$ cat src/rtl/assert_macros.svh
// Assertion helpers shared by the RTL.
// Compile with NO_ASSERTIONS defined to drop every check.
`ifndef ASSERT_MACROS_SVH
`define ASSERT_MACROS_SVH

`ifndef NO_ASSERTIONS

// Same-cycle implication, checked at every rising edge outside reset.
`define APQMS_ASSERT_NOW(label, clk, rst_n, ante, cons) \
    label: assert property (@(posedge clk) disable iff (!rst_n) (ante) |-> (cons)) \
        else $error("assertion failed");

// Next-cycle implication, checked at every rising edge outside reset.
`define APQMS_ASSERT_NEXT(label, clk, rst_n, ante, cons) \
    label: assert property (@(posedge clk) disable iff (!rst_n) (ante) |=> (cons)) \
        else $error("assertion failed");

`else

`define APQMS_ASSERT_NOW(label, clk, rst_n, ante, cons)
`define APQMS_ASSERT_NEXT(label, clk, rst_n, ante, cons)

`endif

`endif

$ cat src/rtl/apqms_pkg.sv
package apqms_pkg;

    localparam int DEPTH_DEFAULT = 1024;
    localparam int VAL_W         = 32;
    localparam int PRI_W         = 6;
    localparam int OCC_W         = 11;
    localparam int STAT_W        = 2;
    localparam int MOD_BASE      = 17;

    // input word kinds
    localparam logic KIND_ENQ = 1'b0;
    localparam logic KIND_DEQ = 1'b1;

    // result status codes
    localparam logic [STAT_W-1:0] STAT_OK       = 2'd0;
    localparam logic [STAT_W-1:0] STAT_OVERFLOW = 2'd1;
    localparam logic [STAT_W-1:0] STAT_EMPTY    = 2'd2;

    typedef struct packed {
        logic [VAL_W-1:0]        val;
        logic signed [PRI_W-1:0] prio;
    } apqms_entry_t;

    typedef struct packed {
        logic                    done;
        logic signed [PRI_W-1:0] prio;
    } apqms_mod_res_t;

endpackage

$ cat src/rtl/apqms_mod17.sv
// Truncating remainder by 17 on one shared compare-subtract step.
// Add the magnitude bytes (256 is 1 mod 17), fold the carry byte back in,
// then take off 8, 4, 2 and 1 times the base; the sign follows the dividend.
module apqms_mod17
    import apqms_pkg::*;
(
    input  logic                    clk,
    input  logic                    rst_n,
    input  logic                    start,
    input  logic signed [VAL_W-1:0] value,
    output apqms_mod_res_t          res
);

    localparam int REM_W = $clog2(MOD_BASE);
    localparam int ACC_W = 10;

    // sequencer steps
    localparam logic [2:0] STEP_SUM  = 3'd0;
    localparam logic [2:0] STEP_FOLD = 3'd1;
    localparam logic [2:0] STEP_SUB8 = 3'd2;
    localparam logic [2:0] STEP_SUB4 = 3'd3;
    localparam logic [2:0] STEP_SUB2 = 3'd4;
    localparam logic [2:0] STEP_SUB1 = 3'd5;

    logic             busy_reg, busy_next;
    logic             done_reg, done_next;
    logic [2:0]       step_reg, step_next;
    logic [VAL_W-1:0] mag_reg, mag_next;
    logic [ACC_W-1:0] acc_reg, acc_next;
    logic             neg_reg, neg_next;
    logic [ACC_W-1:0] sub_amt;

    always_comb
    begin
        unique case (step_reg)
            STEP_SUB8: sub_amt = ACC_W'(MOD_BASE * 8);
            STEP_SUB4: sub_amt = ACC_W'(MOD_BASE * 4);
            STEP_SUB2: sub_amt = ACC_W'(MOD_BASE * 2);
            default:   sub_amt = ACC_W'(MOD_BASE);
        endcase
    end

    always_comb
    begin
        busy_next = busy_reg;
        done_next = 1'b0;
        step_next = step_reg;
        mag_next  = mag_reg;
        acc_next  = acc_reg;
        neg_next  = neg_reg;
        if (start)
        begin
            busy_next = 1'b1;
            step_next = STEP_SUM;
            neg_next  = value[VAL_W-1];
            mag_next  = value[VAL_W-1] ? (~value + 1'b1) : value;
        end
        else if (busy_reg)
        begin
            step_next = step_reg + 3'd1;
            unique case (step_reg)
                STEP_SUM:
                begin
                    acc_next = ACC_W'(mag_reg[7:0]) + ACC_W'(mag_reg[15:8])
                             + ACC_W'(mag_reg[23:16]) + ACC_W'(mag_reg[31:24]);
                end
                STEP_FOLD:
                begin
                    acc_next = ACC_W'(acc_reg[7:0]) + ACC_W'(acc_reg[ACC_W-1:8]);
                end
                default:
                begin
                    // drop one multiple of the base if it fits
                    if (acc_reg >= sub_amt)
                    begin
                        acc_next = acc_reg - sub_amt;
                    end
                end
            endcase
            if (step_reg == STEP_SUB1)
            begin
                busy_next = 1'b0;
                done_next = 1'b1;
            end
        end
    end

    always_ff @(posedge clk or negedge rst_n)
    begin
        if (!rst_n)
        begin
            busy_reg <= 1'b0;
            done_reg <= 1'b0;
        end
        else
        begin
            busy_reg <= busy_next;
            done_reg <= done_next;
        end
    end

    always_ff @(posedge clk)
    begin
        step_reg <= step_next;
        mag_reg  <= mag_next;
        acc_reg  <= acc_next;
        neg_reg  <= neg_next;
    end

    assign res.done = done_reg;
    assign res.prio = neg_reg ? -$signed(PRI_W'(acc_reg[REM_W-1:0]))
                              : $signed(PRI_W'(acc_reg[REM_W-1:0]));

endmodule

$ cat config.mk
export PLATFORM = sky130hd
export DESIGN_NAME = apqms_mod17
export DESIGN_NICKNAME = d
export VERILOG_FILES = /design/src/rtl/assert_macros.svh /design/src/rtl/apqms_pkg.sv /design/src/rtl/apqms_mod17.sv
export SDC_FILE = /design/constraint.sdc
export NUM_CORES = 1
export LEC_CHECK = 0
export BUFFER_PORTS_ARGS = -buffer_cell sky130_fd_sc_hd__clkbuf_2
export CELL_PAD_IN_SITES_DETAIL_PLACEMENT = 0
export CELL_PAD_IN_SITES_GLOBAL_PLACEMENT = 1
export CORE_MARGIN = 5
export CORE_UTILIZATION = 47
export DETAILED_ROUTE_END_ITERATION = 12
export GPL_ROUTABILITY_DRIVEN = 1
export GPL_TIMING_DRIVEN = 1
export PLACE_DENSITY_LB_ADDON = 0.1
export SLEW_MARGIN = 20
export SYNTH_ARGS = -nofsm -noshare
export SYNTH_HDL_FRONTEND = slang
export SYNTH_SLANG_ARGS = --single-unit
$ cat constraint.sdc
create_clock -name clk -period 3.7 [get_ports clk]
set_input_delay 0.74 -clock clk [delete_from_list [all_inputs] [get_ports clk]]
set_output_delay 0.74 -clock clk [all_outputs]
set_load 0.1 [all_outputs]
==> results.yml <==
cts:
  cts_hold_buf: 0
  numCtsBuffers: 5
  clk_latency_ps: 310
  cts_tree: "yes"
  cts_root_buf: "clkbuf_8"
  htree_levels: 2
  post_cts_buffers: 0
  cts_sinks: 48
  cts_buffer_depth: 2
  clk_pin_slew_ps: 90
  ctsResizeCount: 0
yosys:
  synth-adder-area-share_pct: 18.2
  synth_most_common_cell: "inv_1"
  syn_avg_cell_area_um2: 10.3
  synthArstFlopShare_pct: 4.17
  synth_commonest_cells: "inv_1 (51), edfxtp_1 (43), xnor2_1 (43)"
  seq_area_frac_synth_pct: 36.6
  syn_area_um2: 3830
  synth_ff_type: "edfxtp_1"
  mappedNetlistNets: 451
  synth_top_cell_area_share_pct: 33.7
  synthXorXnorAreaFrac_pct: 11.0
  ys_seq_elements: 48
  muxShareOfSynthArea_pct: 0.783
  synth_warnings: 0
  synthSimpleGateAreaFrac_pct: 12.6
  synth_cell_types: 52
  synthTopCellsByArea: "edfxtp_1 (34%), xnor2_1 (9.8%), fa_1 (9.4%), ha_1 (8.8%), inv_1 (5.0%)"
  synth_top_area_cell: "edfxtp_1"
  syn-instance-count: 371
  synth_edf_count: 43
  synth_compound_area_share_pct: 14.7
  synth_top_family_by_area: "adder cells"
finish:
  diodes: 0
  largest_reg_flops: 32
  areaGrowthSynthToFinish_pct: 10.4
  drive_above_1_share_pct: 15.8
  nets: 491
  stdcell_area_um2: 4230
  utilization_pct: 52.3
worst_setup_path:
  path_max_fanout: 6
  arrival_ps: 3460
  r2r-end: "acc_reg[8]"
  crit_type: "reg -> reg"
  start_kind: "register"
  required_ps: 3770
  rrSetupSlack_ps: 300
  reg2regPathDepth: 13
  end_kind: "register"
  regToRegStartpoint: "step_reg[0]"
floorplan:
  die_w_um: 100
  fp.coreArea_um2: 8090
  die_y_um: 100
  die_area_um2: 10100
  num_io_pins: 42
  initial_core_util_pct: 47.4
  row_count: 33
placement:
  place_area_um2: 4140
  place_congestion: 0.842
  post-place-ws_ps: 351
  portBuffers: 41
  dp.final_hpwl_um: 6500
sta:
  period_share_pct: 91.8
  slew_headroom_pct: 42.2
  hold_viol: 0
  worst_slew_pin_slew_ps: 858
  period_needed_ps: 3400
  clock.fmax_mhz: 294
  slew_violations: 0
  rsz0062_at_grt: "no"
  layout_setup_ws_ps: 303
  final.setup_skew_ps: 12.5
  finalSetupViolations: 0
  setup_tns_ps: 0
drt:
  wirelength_um: 7940
  drt-pass1-iter-count: 4
  antenna_left: 0
  met2_length_um: 3520
  wl_per_cell_um: 15.3
  vias: 2717
  routed-wl-met3_um: 405
  drc: 0
  drtIter0Drc: 154
  viasPerCell: 5.26
  wl_met1_um: 3920
  dr.max_layer_used: "met4"
global_routing:
  antenna_found_initial: 0
  grt_max_degree: 38
  grt_pass1_vias: 2586
  grt_overflow: 0
  grt_use_total_pct: 16.9
  grt_pass1_wl_um: 13300
worst_hold_path:
  hold_class: "in -> async"
pwr:
  pwr_density_cell_nw_per_um2: 703
  p_leak_nw: 1.79
  irDropWorstVdd_mv: 0.371
outcome:
  status: "finished, final reports clean"
run:
  cap_viol_max_count: 0
## worst max-delay path, cell delays in order (launching register included)
cell and delay, ps:
dfxtp_1 420, inv_1 90, ha_1 260, nand2_1 180, o21ai_0 190, inv_1 90
ha_1 160, inv_1 50, fa_1 430, a211oi_1 220, nor2_1 110, a221oi_1 450
xor2_1 130, a221o_1 370
## cell usage in the layout (no fill, tap or decap), types with 10 or more instances in the layout
master	instances
a21o_1	10
clkbuf_2	41
edfxtp_1	43
fa_1	18
ha_1	27
inv_1	51
nand2_1	29
nor2_1	16
o21ai_0	21
xnor2_1	43
## report_power, final
part / total [W] / internal, W / switching [W]
logic: 0.00176 / 0.000684 / 0.00108
registers: 0.000882 / 0.000745 / 0.000136
clock network: 0.000331 / 0.000152 / 0.000179
total: 0.00298 / 0.00158 / 0.00139
## stage by stage
step / instances / hold slack [ps] / total power [W]
2_1_floorplan: 371 / 444 / 0.00226
3_5_place_dp: 509 / 527 / 0.00265
4_1_cts: 517 / 194 / 0.00298
6_report: 517 / 200 / 0.00298
5_1_grt: 517 / 189 / 0.00321
3_3_place_gp: 509 / 526 / 0.00265
## kinds of logic after synthesis
family | count (synthesis)
flops | 48
compound gates | 79
simple gates | 87
fa+ha+maj | 45
mux | 3
buf+inv | 61
xor+xnor | 48
## worst max-delay path by stage
stage / slack, ps / depth (start not counted) / to / start
4_1_cts: 320 / 13 / acc_reg[8] / step_reg[0]
3_3_place_gp: 480 / 11 / acc_reg[7] / mag_reg[9]
5_1_grt: 50 / 13 / acc_reg[8] / step_reg[0]
3_5_place_dp: 350 / 13 / acc_reg[8] / step_reg[0]
2_1_floorplan: 300 / 2 / res[1] / acc_reg[1]
6_report: 300 / 13 / acc_reg[8] / step_reg[0]
## layout make-up
cell class / instances / area (um^2)
Clock inverter: 1 / 7.51
Tap cell: 105 / 131
Fill cell: 768 / 3860
Clock buffer: 7 / 86.3
Inverter: 51 / 191
Timing Repair Buffer: 43 / 220
Multi-Input combinational cell: 262 / 2200
Sequential cell: 48 / 1400
## layer usage
metal,track usage [%],vias up
li1,-,1380
met1,25.5,1273
met2,25.5,55
met3,2.92,9
met4,3.73,0
met5,0,-
No activity file was read; power rests on OpenSTA's default activity.
